## src/hw/rtl/cvsm_pkg.sv

```systemverilog
// ----------------------------------------------------------------------------
// cvsm_pkg
// Shared types and constants of the cell voltage scan monitor.
// ----------------------------------------------------------------------------
package cvsm_pkg;

  localparam int unsigned CODE_W = 16;
  localparam int unsigned SUM_W  = 24;
  localparam int unsigned IDX_W  = 4;
  localparam int unsigned SOC_W  = 7;
  localparam int unsigned ADDR_W = 5;
  localparam int unsigned DATA_W = 32;

  // Codes above this mark a cell that could not be read
  localparam logic [CODE_W-1:0] NOT_READ_CODE    = 16'd65000;
  // Pack high margin below the full level (5 V)
  localparam logic [SUM_W-1:0]  PACK_HIGH_MARGIN = 24'd50000;
  localparam logic [SOC_W-1:0]  SOC_MAX          = 7'd100;

  // Register indexes (byte address = 4 * index)
  localparam logic [2:0] REG_OVER_VOLTAGE  = 3'd0;
  localparam logic [2:0] REG_ALMOST_FULL   = 3'd1;
  localparam logic [2:0] REG_UNDER_VOLTAGE = 3'd2;
  localparam logic [2:0] REG_ABSOLUTE_MAX  = 3'd3;
  localparam logic [2:0] REG_ABSOLUTE_MIN  = 3'd4;
  localparam logic [2:0] REG_PACK_FULL     = 3'd5;
  localparam logic [2:0] REG_PACK_LOW      = 3'd6;
  localparam logic [2:0] REG_SKIP_CELL     = 3'd7;

  // Register reset values
  localparam logic [CODE_W-1:0] RST_OVER_VOLTAGE  = 16'd41600;
  localparam logic [CODE_W-1:0] RST_ALMOST_FULL   = 16'd40000;
  localparam logic [CODE_W-1:0] RST_UNDER_VOLTAGE = 16'd26000;
  localparam logic [CODE_W-1:0] RST_ABSOLUTE_MAX  = 16'd42000;
  localparam logic [CODE_W-1:0] RST_ABSOLUTE_MIN  = 16'd25000;
  localparam logic [SUM_W-1:0]  RST_PACK_FULL     = 24'd2997000;
  localparam logic [SUM_W-1:0]  RST_PACK_LOW      = 24'd1920000;
  localparam logic [IDX_W-1:0]  RST_SKIP_CELL     = 4'd5;

  typedef struct packed {
    logic [CODE_W-1:0] over_voltage_code;
    logic [CODE_W-1:0] almost_full_code;
    logic [CODE_W-1:0] under_voltage_code;
    logic [CODE_W-1:0] absolute_max_code;
    logic [CODE_W-1:0] absolute_min_code;
    logic [SUM_W-1:0]  pack_full_code;
    logic [SUM_W-1:0]  pack_low_code;
    logic [IDX_W-1:0]  skip_cell_index;
  } cfg_t;

  typedef struct packed {
    logic fault;
    logic too_low;
    logic too_high;
    logic low_warning;
    logic full;
    logic almost_full;
  } flags_t;

  // Status of the serial accumulator toward the sequencer
  typedef struct packed {
    logic              done;
    logic              missing;
    flags_t            flags;
    logic [SUM_W-1:0]  sum;
  } acc_status_t;

  typedef enum logic [2:0] {
    ST_IDLE,
    ST_SCAN,
    ST_PACK,
    ST_DIV,
    ST_HOLD
  } state_t;

endpackage

```

## src/hw/rtl/cvsm_regs.sv

```systemverilog
// ----------------------------------------------------------------------------
// cvsm_regs
// Configuration register file on an APB-style port.
// ----------------------------------------------------------------------------
module cvsm_regs (
  input  logic                          clk,
  input  logic                          rst,
  input  logic                          psel,
  input  logic                          penable,
  input  logic                          pwrite,
  input  logic [cvsm_pkg::ADDR_W-1:0]   paddr,
  input  logic [cvsm_pkg::DATA_W-1:0]   pwdata,
  output logic [cvsm_pkg::DATA_W-1:0]   prdata,
  output logic                          pready,
  output cvsm_pkg::cfg_t                cfg
);
  import cvsm_pkg::*;

  logic       wr_en;
  logic [2:0] reg_idx;

  assign pready  = 1'b1;
  assign wr_en   = psel && penable && pwrite;
  assign reg_idx = paddr[ADDR_W-1:2];

  // Write the addressed register
  always_ff @(posedge clk) begin
    if (rst) begin
      cfg.over_voltage_code  <= RST_OVER_VOLTAGE;
      cfg.almost_full_code   <= RST_ALMOST_FULL;
      cfg.under_voltage_code <= RST_UNDER_VOLTAGE;
      cfg.absolute_max_code  <= RST_ABSOLUTE_MAX;
      cfg.absolute_min_code  <= RST_ABSOLUTE_MIN;
      cfg.pack_full_code     <= RST_PACK_FULL;
      cfg.pack_low_code      <= RST_PACK_LOW;
      cfg.skip_cell_index    <= RST_SKIP_CELL;
    end else if (wr_en) begin
      unique case (reg_idx)
        REG_OVER_VOLTAGE:  cfg.over_voltage_code  <= pwdata[CODE_W-1:0];
        REG_ALMOST_FULL:   cfg.almost_full_code   <= pwdata[CODE_W-1:0];
        REG_UNDER_VOLTAGE: cfg.under_voltage_code <= pwdata[CODE_W-1:0];
        REG_ABSOLUTE_MAX:  cfg.absolute_max_code  <= pwdata[CODE_W-1:0];
        REG_ABSOLUTE_MIN:  cfg.absolute_min_code  <= pwdata[CODE_W-1:0];
        REG_PACK_FULL:     cfg.pack_full_code     <= pwdata[SUM_W-1:0];
        REG_PACK_LOW:      cfg.pack_low_code      <= pwdata[SUM_W-1:0];
        REG_SKIP_CELL:     cfg.skip_cell_index    <= pwdata[IDX_W-1:0];
        default: ;
      endcase
    end
  end

  // Read back the addressed register
  always_comb begin
    unique case (reg_idx)
      REG_OVER_VOLTAGE:  prdata = DATA_W'(cfg.over_voltage_code);
      REG_ALMOST_FULL:   prdata = DATA_W'(cfg.almost_full_code);
      REG_UNDER_VOLTAGE: prdata = DATA_W'(cfg.under_voltage_code);
      REG_ABSOLUTE_MAX:  prdata = DATA_W'(cfg.absolute_max_code);
      REG_ABSOLUTE_MIN:  prdata = DATA_W'(cfg.absolute_min_code);
      REG_PACK_FULL:     prdata = DATA_W'(cfg.pack_full_code);
      REG_PACK_LOW:      prdata = DATA_W'(cfg.pack_low_code);
      REG_SKIP_CELL:     prdata = DATA_W'(cfg.skip_cell_index);
      default:           prdata = '0;
    endcase
  end

endmodule

```

## src/hw/rtl/cvsm_accum.sv

```systemverilog
// ----------------------------------------------------------------------------
// cvsm_accum
// Bit-serial cell unit: adds one cell code, unless it marks a cell not read, into
// the running pack sum and classifies it against the limits, one bit per cycle, LSB first.
// ----------------------------------------------------------------------------
module cvsm_accum (
  input  logic                          clk,
  input  logic                          rst,
  input  cvsm_pkg::cfg_t                cfg,
  input  logic                          start,
  input  logic                          clear,
  input  logic [cvsm_pkg::CODE_W-1:0]   cell_code,
  input  logic [cvsm_pkg::IDX_W-1:0]    cell_index,
  output cvsm_pkg::acc_status_t         status
);
  import cvsm_pkg::*;

  localparam logic [4:0] LAST_BIT = 5'(SUM_W - 1);

  logic [CODE_W-1:0] code_sh;
  logic [SUM_W-1:0]  sum;
  logic [SUM_W-1:0]  part_sum;
  logic [SUM_W-1:0]  part_sum_next;
  logic [4:0]        cnt;
  logic              busy;
  logic              carry;
  logic              carry_next;
  logic              skip;
  logic              missing;
  flags_t            flags;
  flags_t            cell_flags;

  // Serial magnitude compares: the last differing bit decides
  logic ov_ge, af_ge, uv_ge, max_gt, min_ge, nr_gt;
  logic ov_ge_next, af_ge_next, uv_ge_next, max_gt_next, min_ge_next, nr_gt_next;

  logic a_bit, s_bit, last_step, in_code;
  logic [3:0] bit_sel;

  function automatic logic cmp_step(input logic f, input logic a, input logic b);
    cmp_step = (a ^ b) ? a : f;
  endfunction

  assign a_bit     = code_sh[0];
  assign bit_sel   = cnt[3:0];
  assign in_code   = !cnt[4];
  assign last_step = busy && (cnt == LAST_BIT);

  // Full adder and compare step on the current bit
  always_comb begin
    s_bit         = sum[0] ^ a_bit ^ carry;
    carry_next    = (sum[0] & a_bit) | (carry & (sum[0] ^ a_bit));
    part_sum_next = {s_bit, part_sum[SUM_W-1:1]};
    ov_ge_next    = cmp_step(ov_ge,  a_bit, in_code && cfg.over_voltage_code[bit_sel]);
    af_ge_next    = cmp_step(af_ge,  a_bit, in_code && cfg.almost_full_code[bit_sel]);
    uv_ge_next    = cmp_step(uv_ge,  a_bit, in_code && cfg.under_voltage_code[bit_sel]);
    max_gt_next   = cmp_step(max_gt, a_bit, in_code && cfg.absolute_max_code[bit_sel]);
    min_ge_next   = cmp_step(min_ge, a_bit, in_code && cfg.absolute_min_code[bit_sel]);
    nr_gt_next    = cmp_step(nr_gt,  a_bit, in_code && NOT_READ_CODE[bit_sel]);
  end

  // Classify the cell from the finished compares
  always_comb begin
    cell_flags             = '0;
    cell_flags.too_high    = !skip && max_gt;
    cell_flags.too_low     = !skip && !max_gt && !min_ge;
    cell_flags.fault       = !skip && (max_gt || !min_ge);
    cell_flags.full        = ov_ge;
    cell_flags.almost_full = ov_ge || af_ge;
    cell_flags.low_warning = !ov_ge && !af_ge && !uv_ge && !skip;
  end

  // Scan state and bit counter
  always_ff @(posedge clk) begin
    if (rst) begin
      busy    <= 1'b0;
      cnt     <= '0;
      sum     <= '0;
      flags   <= '0;
      missing <= 1'b0;
    end else if (clear) begin
      sum     <= '0;
      flags   <= '0;
      missing <= 1'b0;
    end else if (start) begin
      busy <= 1'b1;
      cnt  <= '0;
    end else if (busy) begin
      cnt <= cnt + 5'd1;
      if (last_step) begin
        busy <= 1'b0;
        if (nr_gt) begin
          missing <= 1'b1;
          sum     <= {sum[0], sum[SUM_W-1:1]};
        end else begin
          sum   <= carry_next ? '1 : part_sum_next;
          flags <= flags | cell_flags;
        end
      end else begin
        // rotate so the sum is back in place after a full pass
        sum <= {sum[0], sum[SUM_W-1:1]};
      end
    end
  end

  // Serial datapath
  always_ff @(posedge clk) begin
    if (start) begin
      code_sh <= cell_code;
      skip    <= (cell_index == cfg.skip_cell_index);
      carry   <= 1'b0;
      ov_ge   <= 1'b1;
      af_ge   <= 1'b1;
      uv_ge   <= 1'b1;
      max_gt  <= 1'b0;
      min_ge  <= 1'b1;
      nr_gt   <= 1'b0;
    end else if (busy) begin
      code_sh  <= {1'b0, code_sh[CODE_W-1:1]};
      part_sum <= part_sum_next;
      carry    <= carry_next;
      ov_ge    <= ov_ge_next;
      af_ge    <= af_ge_next;
      uv_ge    <= uv_ge_next;
      max_gt   <= max_gt_next;
      min_ge   <= min_ge_next;
      nr_gt    <= nr_gt_next;
    end
  end

  assign status.done    = last_step;
  assign status.missing = missing;
  assign status.flags   = flags;
  assign status.sum     = sum;

endmodule

```

## src/hw/rtl/cvsm_soc.sv

```systemverilog
// ----------------------------------------------------------------------------
// cvsm_soc
// State of charge unit: floor(sum * 100 / full), saturated at 100, by a
// restoring divider that yields one quotient bit per cycle.
// ----------------------------------------------------------------------------
module cvsm_soc (
  input  logic                         clk,
  input  logic                         rst,
  input  logic                         start,
  input  logic [cvsm_pkg::SUM_W-1:0]   sum,
  input  logic [cvsm_pkg::SUM_W-1:0]   full,
  output logic                         done,
  output logic [cvsm_pkg::SOC_W-1:0]   soc
);
  import cvsm_pkg::*;

  localparam int unsigned PROD_W = SUM_W + SOC_W;

  logic [PROD_W-1:0] prod;
  logic [SUM_W-1:0]  rem;
  logic [SOC_W-1:0]  num_lo;
  logic [SOC_W-1:0]  quo;
  logic [2:0]        cnt;
  logic              busy;
  logic              sat;
  logic [SUM_W:0]    trial;
  logic [SUM_W:0]    diff;
  logic              fits;

  // Scale the sum once per scan
  assign prod = PROD_W'(sum) * PROD_W'(SOC_MAX);

  // Shift in the next numerator bit and try a subtract
  always_comb begin
    trial = {rem, num_lo[SOC_W-1]};
    diff  = trial - {1'b0, full};
    fits  = (trial >= {1'b0, full});
  end

  always_ff @(posedge clk) begin
    if (rst) begin
      busy <= 1'b0;
      cnt  <= '0;
    end else if (start) begin
      busy <= 1'b1;
      cnt  <= 3'(SOC_W);
    end else if (busy) begin
      cnt <= cnt - 3'd1;
      if (cnt == 3'd1) begin
        busy <= 1'b0;
      end
    end
  end

  always_ff @(posedge clk) begin
    if (start) begin
      // quotient of at least 100 whenever sum reaches full
      sat    <= (sum >= full);
      rem    <= prod[PROD_W-1:SOC_W];
      num_lo <= prod[SOC_W-1:0];
      quo    <= '0;
    end else if (busy) begin
      rem    <= fits ? diff[SUM_W-1:0] : trial[SUM_W-1:0];
      num_lo <= {num_lo[SOC_W-2:0], 1'b0};
      quo    <= {quo[SOC_W-2:0], fits};
    end
  end

  assign done = busy && (cnt == 3'd1);
  assign soc  = sat ? SOC_MAX : quo;

endmodule

```

## src/hw/rtl/cell_voltage_scan_monitor_unit.sv

```systemverilog
// ----------------------------------------------------------------------------
// cell_voltage_scan_monitor_unit
// Battery cell voltage monitor over one pack scan, bit-serial datapath.
// ----------------------------------------------------------------------------
// Each request carries one cell code. After the request is accepted the bit-serial
// adder folds the code into the 24-bit pack sum while the limit compares run on
// the same bits; no new cell is taken before that is done. The request marked
// last_cell then goes on through the pack limit check, the seven quotient bits
// of the state-of-charge divider and the result load, and produces one
// result; other requests produce none. The result sits in an output register,
// so the block takes new cells while it waits, and a following scan end
// waits only if that register is still full.
// ----------------------------------------------------------------------------
module cell_voltage_scan_monitor_unit (
  input  logic                          clk,
  input  logic                          rst,
  // cell channel
  input  logic                          in_valid,
  output logic                          in_stall,
  input  logic [cvsm_pkg::CODE_W-1:0]   cell_code,
  input  logic [cvsm_pkg::IDX_W-1:0]    cell_index,
  input  logic                          last_cell,
  // result channel
  output logic                          out_valid,
  input  logic                          out_stall,
  output logic [cvsm_pkg::SUM_W-1:0]    pack_voltage,
  output logic                          almost_full_flag,
  output logic                          full_flag,
  output logic                          low_warning_flag,
  output logic                          too_high_flag,
  output logic                          too_low_flag,
  output logic                          fault_flag,
  output logic                          pack_high_flag,
  output logic                          pack_low_flag,
  output logic                          any_not_read,
  output logic [cvsm_pkg::SOC_W-1:0]    state_of_charge,
  // configuration port
  input  logic                          psel,
  input  logic                          penable,
  input  logic                          pwrite,
  input  logic [cvsm_pkg::ADDR_W-1:0]   paddr,
  input  logic [cvsm_pkg::DATA_W-1:0]   pwdata,
  output logic [cvsm_pkg::DATA_W-1:0]   prdata,
  output logic                          pready
);
  import cvsm_pkg::*;

  cfg_t          cfg;
  acc_status_t   acc;
  state_t        state;
  state_t        state_next;

  logic              accept;
  logic              last_r;
  logic              soc_start;
  logic              soc_done;
  logic [SOC_W-1:0]  soc_q;
  logic              load;
  logic              pack_high;
  logic              pack_low;
  logic              pack_high_r;
  logic              pack_low_r;
  logic [SOC_W-1:0]  last_soc;
  logic [SOC_W-1:0]  soc_out;

  cvsm_regs u_regs (
    .clk     (clk),
    .rst     (rst),
    .psel    (psel),
    .penable (penable),
    .pwrite  (pwrite),
    .paddr   (paddr),
    .pwdata  (pwdata),
    .prdata  (prdata),
    .pready  (pready),
    .cfg     (cfg)
  );

  cvsm_accum u_accum (
    .clk        (clk),
    .rst        (rst),
    .cfg        (cfg),
    .start      (accept),
    .clear      (load),
    .cell_code  (cell_code),
    .cell_index (cell_index),
    .status     (acc)
  );

  cvsm_soc u_soc (
    .clk   (clk),
    .rst   (rst),
    .start (soc_start),
    .sum   (acc.sum),
    .full  (cfg.pack_full_code),
    .done  (soc_done),
    .soc   (soc_q)
  );

  // Sequencer: next state
  always_comb begin
    state_next = state;
    unique case (state)
      ST_IDLE: if (in_valid) state_next = ST_SCAN;
      ST_SCAN: if (acc.done) state_next = last_r ? ST_PACK : ST_IDLE;
      ST_PACK: state_next = ST_DIV;
      ST_DIV:  if (soc_done) state_next = ST_HOLD;
      ST_HOLD: if (!out_valid || !out_stall) state_next = ST_IDLE;
      default: state_next = ST_IDLE;
    endcase
  end

  // Sequencer: outputs
  always_comb begin
    in_stall  = 1'b1;
    soc_start = 1'b0;
    load      = 1'b0;
    unique case (state)
      ST_IDLE: in_stall  = 1'b0;
      ST_SCAN: ;
      ST_PACK: soc_start = 1'b1;
      ST_DIV:  ;
      ST_HOLD: load      = !out_valid || !out_stall;
      default: ;
    endcase
  end

  assign accept = in_valid && !in_stall;

  always_ff @(posedge clk) begin
    if (rst) begin
      state <= ST_IDLE;
    end else begin
      state <= state_next;
    end
  end

  // Hold the scan-end mark of the request in work
  always_ff @(posedge clk) begin
    if (accept) begin
      last_r <= last_cell;
    end
  end

  // Pack limits, high tested first
  always_comb begin
    pack_high = !acc.missing &&
                (({1'b0, acc.sum} + {1'b0, PACK_HIGH_MARGIN}) > {1'b0, cfg.pack_full_code});
    pack_low  = !acc.missing && !pack_high && (acc.sum < cfg.pack_low_code);
  end

  always_ff @(posedge clk) begin
    if (state == ST_PACK) begin
      pack_high_r <= pack_high;
      pack_low_r  <= pack_low;
    end
  end

  // Keep the previous SoC while a pack flag is set
  assign soc_out = (pack_high_r || pack_low_r) ? last_soc : soc_q;

  always_ff @(posedge clk) begin
    if (rst) begin
      last_soc  <= '0;
      out_valid <= 1'b0;
    end else begin
      if (load) begin
        last_soc  <= soc_out;
        out_valid <= 1'b1;
      end else if (!out_stall) begin
        out_valid <= 1'b0;
      end
    end
  end

  // Output register
  always_ff @(posedge clk) begin
    if (load) begin
      pack_voltage     <= acc.sum;
      almost_full_flag <= acc.flags.almost_full;
      full_flag        <= acc.flags.full;
      low_warning_flag <= acc.flags.low_warning;
      too_high_flag    <= acc.flags.too_high;
      too_low_flag     <= acc.flags.too_low;
      fault_flag       <= acc.flags.fault;
      pack_high_flag   <= pack_high_r;
      pack_low_flag    <= pack_low_r;
      any_not_read     <= acc.missing;
      state_of_charge  <= soc_out;
    end
  end

endmodule

```

## config.mk

```make
export PLATFORM = sky130hd
export DESIGN_NAME = cell_voltage_scan_monitor_unit
export DESIGN_NICKNAME = d
export VERILOG_FILES = /design/src/hw/rtl/cvsm_pkg.sv /design/src/hw/rtl/cvsm_regs.sv /design/src/hw/rtl/cvsm_accum.sv /design/src/hw/rtl/cvsm_soc.sv /design/src/hw/rtl/cell_voltage_scan_monitor_unit.sv
export SDC_FILE = /design/constraint.sdc
export NUM_CORES = 1
export LEC_CHECK = 0
export BUFFER_PORTS_ARGS = -buffer_cell sky130_fd_sc_hd__clkbuf_2
export CORE_ASPECT_RATIO = 0.8
export CORE_UTILIZATION = 51
export DETAILED_ROUTE_END_ITERATION = 10
export GPL_ROUTABILITY_DRIVEN = 1
export GPL_TIMING_DRIVEN = 0
export PLACE_DENSITY = 0.77
export SLEW_MARGIN = 20
export SYNTH_ARGS = -nofsm -noshare
export SYNTH_HDL_FRONTEND = slang
export SYNTH_SLANG_ARGS = --single-unit
```

## constraint.sdc

```tcl
create_clock -name clk -period 4.2 [get_ports clk]
set_clock_uncertainty 0.15 [all_clocks]
set_input_delay 0.42 -clock clk [delete_from_list [all_inputs] [get_ports clk]]
set_output_delay 0.42 -clock clk [all_outputs]
set_load 0.05 [all_outputs]
```

==> results of run 1 <==
[power groups by stage]
stage	Sequential, mW	Combinational, mW	Clock [mW]
global route	3.22	0.572	3.29
floorplan	3.27	0.346	0
finish	3.22	0.541	3.18
CTS	3.22	0.527	3.18
global placement	3.29	0.513	0
detailed placement	3.29	0.520	0
[layer usage]
| metal | GRT usage [%] | part of all wire [%] |
|---|---|---|
| met5 | 0 | 0 |
| met4 | 11.1 | 3.3 |
| met3 | 7.52 | 12 |
| met2 | 45.7 | 42 |
| met1 | 45.2 | 43 |
[critical path, stage by stage (launching register included)]
cell and delay (ns):
dfxtp_4 0.47, ha_4 0.24, ha_1 0.28, inv_1 0.05, fa_1 0.49, inv_1 0.04
ha_1 0.37, o21ai_2 0.20, a31oi_1 0.10, o21ai_2 0.29, o21ai_4 0.11, a311oi_2 0.26
nor2_1 0.11, a221oi_2 0.34, xor2_2 0.25, a21boi_1 0.10
[final cells by class]
cell class	instances	area share, %
Sequential cell	312	33.6
Clock buffer	49	4.66
Clock inverter	15	0.650
Inverter	175	3.03
Buffer	119	2.32
Multi-Input combinational cell	1586	49.4
Antenna cell	1	0.0113
Timing Repair Buffer	140	3.57
Tap cell	487	2.75
[cell usage after synthesis, drive strengths merged (16+ instances only)]
cell / number
nand3: 21
mux4: 26
dfxtp: 199
edfxtp: 113
nand2b: 24
a211oi: 53
inv: 173
nor2b: 19
nand4: 16
nand3b: 25
mux2i: 29
buf: 31
a21o: 32
a21oi: 230
clkbuf: 88
a211o: 26
xor2: 29
nand2: 366
nor2: 211
fa: 21
o21ai: 68
xnor2: 39
ha: 182
nor3: 19
[how the worst max path moves through the flow]
stage,end,slack (ns)
after floorplan,u_soc.rem[19]$_DFFE_PP_,0.05
after global placement,pack_high_r$_DFFE_PP_,-0.87
after detailed placement,u_soc.rem[21]$_DFFE_PP_,-0.89
after CTS,u_soc.rem[19]$_DFFE_PP_,0.005
after global routing,pack_low_r$_DFFE_PP_,-0.04
final,u_soc.rem[21]$_DFFE_PP_,0.05
[cells by family (layout without fill, tap and decap cells)]
kind of cell / after synthesis / after routing / synth area share, %
and+or+nand+nor: 734 / 734 / 16.5
AOI/OAI and AO/OA: 514 / 514 / 16.8
DFF: 312 / 312 / 38.6
buffers and inverters: 294 / 498 / 6.11
adders and majority gates: 203 / 203 / 14.1
xor gates and xnor gates: 68 / 68 / 3.11
muxes: 58 / 58 / 4.75
other: 2 / 10 / 0.0392
[sequential cells by signal, indices dropped and copies added, names as in the netlist, 3 cells and up, named ones only]
signal / flops
last_soc: 7
pack_voltage: 24
state: 3
state_of_charge: 7
u_accum.cnt: 5
u_accum.code_sh: 16
u_accum.part_sum: 23
u_accum.status: 6
u_accum.sum: 24
u_regs.cfg: 132
u_soc.cnt: 3
u_soc.num_lo: 5
u_soc.quo: 7
u_soc.rem: 24
[timing repair]
item | 4_1_cts | 5_1_grt
hold buffers | 4 | 0
pin swaps | 6 | 16
hold endpoints to repair | 6 | 0
endpoints found under the setup margin | 14 | 10
buffers inserted | 18 | 4
gates resized for setup | 55 | 36
[placed cells by master, fill, tap and decap left out, drive strengths merged, types with 8 or more instances in the layout]
cell / n
a211o: 26
a211oi: 53
a21o: 32
a21oi: 230
a22oi: 11
a31oi: 13
buf: 54
clkbuf: 250
clkinv: 9
conb: 9
dfxtp: 199
edfxtp: 113
fa: 21
ha: 182
inv: 175
mux2i: 29
mux4: 26
nand2: 366
nand2b: 24
nand3: 21
nand3b: 25
nand4: 16
nor2: 211
nor2b: 19
nor3: 19
o211ai: 8
o21a: 11
o21ai: 68
o22ai: 9
xnor2: 39
xor2: 29
==> impl_metrics.ini, run 1 <==
[setup_path]
cp-startpoint = u_accum.sum[5]$_SDFFE_PP0P_
path_max_fanout = 9
start_kind = flop
ff2ff_setup_slack_ns = 0.05
critPathRequiredTime_ns = 4.31
crit_type = flop to flop
r2r_end = u_soc.rem[21]$_DFFE_PP_
reg2reg_depth = 15
worstPathArrival_ns = 4.26
endpoint_kind = flop
r2r-start = u_accum.sum[5]$_SDFFE_PP0P_

[place]
io_buffers = 113
dp_slack_ns = -0.889
gp_congestion = 0.969
dp.cells = 2793
placed_cell_area_mm2 = 0.0204
dp_hpwl_um = 45400

[route]
wl_um = 61300
vias_per_cell = 6.00
drcViolationCount = 0
first_iter_violations = 1959
first_pass_iters = 6
ant_nets = 0
wl_per_cell_um = 21.3
vias = 17300

[power_and_ir_drop]
leakage_nw = 9.41
pwr-share-seq_pct = 46.4
switchingPower_mw = 1.74
powerDensity_mw_per_mm2 = 313
p_comb_share_pct = 7.8
p_int_mw = 5.19
clock_power_share_pct = 45.8
ir_drop_uv = 342
sw_frac_of_total_pct = 25.1
power_mw = 6.93

[synth]
syn_area_mm2 = 0.0191
syn_inst = 2185
synthFlopType = dfxtp_1
async_reset_ff_share_pct = 0
synth_top_area_share_pct = 20.8
synth_area_leader_cell = dfxtp_1
synth-seq-area-share_pct = 38.6
synth-edff-count = 113
ys_top_cells_by_area = dfxtp_1 21%, edfxtp_1 18%, ha_1 12%
yosysWarnings = 0
synth_cell_types = 74
synth-seq-cells = 312
avgSynthCellArea_um2 = 8.76

[die]
die_w_um = 219
fp-row-count = 63
die_area_mm2 = 0.0383
core_area_mm2 = 0.0370
fp.dieH_um = 175
num_io_pins = 140
start_util_pct = 51.8

[run_status]
run_status = finished, final reports clean

[sta]
slew_viol_final = 0
fin_crit_ns = 4.15
relSlewSlack_pct = 25.2
fmax_mhz = 241
tns_ns = 0
finalSetupViolations = 0
holdWs_ns = 0.00530
finalHoldViolCount = 0
rsz0062_at_grt = true
tightest_slew_ns = 1.12
worst_slack_ns = 0.0454
post-route-period-util_pct = 98.9

[cts]
clock_path_buffers = 3
clkSinkCount = 312
clkSlewWorstSetupHoldPaths_ns = 0.06
root_buffer = clkbuf_16
h-tree-depth = 2
clk_latency_ns = 0.55
cts_buffers = 35
cts_tree = done

[global_routing]
grt-ovfl-total = 0
antenna_found_initial = 1
grt_max_degree = 30
grt_use_total_pct = 31.4
grt_pass1_wl_um = 91400
grt_pass1_vias = 16100

[worst_hold_path]
holdCritStartpoint = cell_code[2]
holdCritPathClass = input port to flop
whs_endpoint = u_accum.code_sh[2]$_DFFE_PN_
min_path_cells = 3

[layout]
nets = 2637
n_fill_cell = 3150
final_cells = 2884
multiInputGateArea_mm2 = 0.0109
layout-drive-gt1-share_pct = 14.0
seqCellArea_mm2 = 0.00743
fin_area_mm2 = 0.0221
final_util_pct = 59.8
area_growth_pct = 15.6

[job]
maxCapViolations = 0
Power figures use the tool's default switching activity.
==> run 2, diff against run 1 <==
--- a/config.mk
+++ b/config.mk
@@ -15,4 +15,5 @@
 export SLEW_MARGIN = 20
 export SYNTH_ARGS = -nofsm -noshare
 export SYNTH_HDL_FRONTEND = slang
+export SYNTH_HIERARCHICAL = 1
 export SYNTH_SLANG_ARGS = --single-unit
==> impl_metrics.ini, run 2 <==
[synth]
synth_cell_types = 99
synth-seq-area-share_pct = 36.4
synthFlopType = dfxtp_1
yosysMostFrequentCell = dfxtp_1
syn_inst = 2210
avgSynthCellArea_um2 = 9.18
synth-seq-cells = 312
synth_area_leader_cell = dfxtp_1
syn_area_mm2 = 0.0203
yosysWarnings = 6
synth_common_cells = 199 x dfxtp_1, 195 x a21oi_1, 189 x inv_1, 176 x ha_1, 165 x nor2_1
async_reset_ff_share_pct = 0
ys_top_cells_by_area = dfxtp_1 20%, edfxtp_1 17%, ha_1 11%
synth_top_area_share_pct = 19.6
synth-edff-count = 113

[power_and_ir_drop]
leakage_nw = 10.0
powerDensity_mw_per_mm2 = 303
ir_drop_uv = 320

[cts]
cts_tree = done
clkSinkCount = 312
clk_latency_ns = 0.54
root_buffer = clkbuf_16
clkSlewWorstSetupHoldPaths_ns = 0.06
clock_path_buffers = 3
h-tree-depth = 2
cts_buffers = 34

[worst_hold_path]
holdCritPathClass = input port to flop

[route]
vias_per_cell = 6.13
drcViolationCount = 0
wl_um = 69300
ant_nets = 0
first_iter_violations = 2023
first_pass_iters = 6
vias = 18100
wl_per_cell_um = 23.5

[layout]
mostFrequentLayoutCells = 193 x a21oi_1, 189 x inv_1, 182 x dfxtp_1
area_growth_pct = 14.3
seqCellArea_mm2 = 0.00743
final_util_pct = 59.9
largest_register_ff_count = 132
multiInputGateArea_mm2 = 0.0116
regMostFlops = u_regs/cfg
layout-drive-gt1-share_pct = 16.0
layout_commonest_cell = a21oi_1
nets = 2662
n_fill_cell = 3359

[sta]
finalHoldViolCount = 0
tightest_slew_ns = 1.11
relSlewSlack_pct = 25.8
post-route-period-util_pct = 97.4
worst_slack_ns = 0.109
fmax_mhz = 244
fin_crit_ns = 4.09
tns_ns = 0
slew_viol_final = 0
finalSetupViolations = 0

[global_routing]
grt-ovfl-total = 0
grt_use_total_pct = 33.7
grt_pass1_wl_um = 103000
antenna_found_initial = 1
grt_max_degree = 33
grt_pass1_vias = 17300

[setup_path]
start_kind = flop
crit_top_cell = ha_1
cp_slowest_cell = a2111o_1
path_max_fanout = 9
critPathRequiredTime_ns = 4.31
endpoint_kind = flop
crit_type = flop to flop
path_cells = ha_1 -> ha_1 -> fa_1 -> ha_1 -> o21a_1 -> a21oi_1 -> a2111o_1 -> a211o_2 -> o311ai_4 -> nor2_1 -> xor2_1 -> a21boi_1
cpPeakStageDelay_ns = 0.53
worstPathArrival_ns = 4.20

[place]
io_buffers = 120
dp_hpwl_um = 53100
gp_congestion = 1.03
dp_slack_ns = -0.353

[run_status]
run_status = finished, final reports clean

[die]
fp.dieH_um = 180
fp-row-count = 64
die_area_mm2 = 0.0406
die_w_um = 225
core_area_mm2 = 0.0387
num_io_pins = 140
start_util_pct = 52.4

[job]
maxCapViolations = 0
-- run 2: final timing paths --
path / from / endpoint / slack (ns) / cells after the start
max reg2reg: u_accum/sum[2]$_SDFFE_PP0P_ / u_soc/rem[20]$_DFFE_PP_ / 0.11 / 12
min reg2reg: u_accum/status[29]$_SDFFE_PP0P_ / fault_flag$_DFFE_PP_ / 0.29 / 0
max: u_accum/sum[2]$_SDFFE_PP0P_ / u_soc/rem[20]$_DFFE_PP_ / 0.11 / 12
min: cell_code[15] / u_accum/code_sh[15]$_SDFFCE_PN0N_ / 0.02 / 2
-- run 2: report_power, final --
| group | switching [mW] | internal [mW] |
|---|---|---|
| clock | 1.27 | 1.93 |
| sequential | 0.0422 | 3.17 |
| combinational | 0.419 | 0.181 |
-- run 2: worst max-delay path, delay by kind of cell (launching register included) --
| family | cells | cell delay [ns] |
|---|---|---|
| fa+ha+maj | 4 | 1.49 |
| flops | 1 | 0.39 |
| xor+xnor | 1 | 0.15 |
| compound gates | 6 | 1.55 |
| simple gates | 1 | 0.08 |
-- run 2: repair_timing --
action,in CTS,in global routing
setup buffers,2,22
hold buffers,1,0
endpoints found under the hold margin,1,0
resized for setup,22,24
pin swaps,1,7
setup endpoints to repair,8,10
-- run 2: cell families (layout without fill, tap and decap cells) --
logic type,count (synthesis),in the layout,share of synthesized area (%)
AND/OR/NAND/NOR,598,598,14.8
AO/OA/AOI/OAI,547,547,17.4
buffers and inverters,325,534,7.15
flip-flops,312,312,36.4
adder cells (fa/ha/maj),197,197,12.9
multiplexers,175,175,8.99
XOR/XNOR,54,54,2.33
other,2,11,0.0370
-- run 2: metal layers --
metal,routed length [µm],track usage (%),vias up
met5,0,0,-
met4,1930,9.74,0
met2,28000,46.9,1003
met3,8630,9.93,134
met1,30800,49.7,8719
li1,-,-,8279
-- run 2: layout make-up --
class / count / area share, %
Buffer: 133 / 3.14
Inverter: 192 / 3.11
Antenna cell: 2 / 0.0216
Timing Repair Buffer: 147 / 3.65
Multi-Input combinational cell: 1580 / 50.1
Tap cell: 528 / 2.85
Clock inverter: 13 / 0.734
Sequential cell: 312 / 32.1
Clock buffer: 49 / 4.36
-- run 2: stage by stage --
step / power [mW] / instances / instance area [µm²] / hold WS (ns)
4_1_cts: 7.03 / 2932 / 22900 / 0.00694
5_1_grt: 7.19 / 2954 / 23200 / 0.0353
2_1_floorplan: 3.64 / 2217 / 20300 / 0.258
3_5_place_dp: 3.86 / 2867 / 21600 / 0.274
6_report: 7.01 / 2956 / 23200 / 0.0247
3_3_place_gp: 3.85 / 2865 / 21600 / 0.271
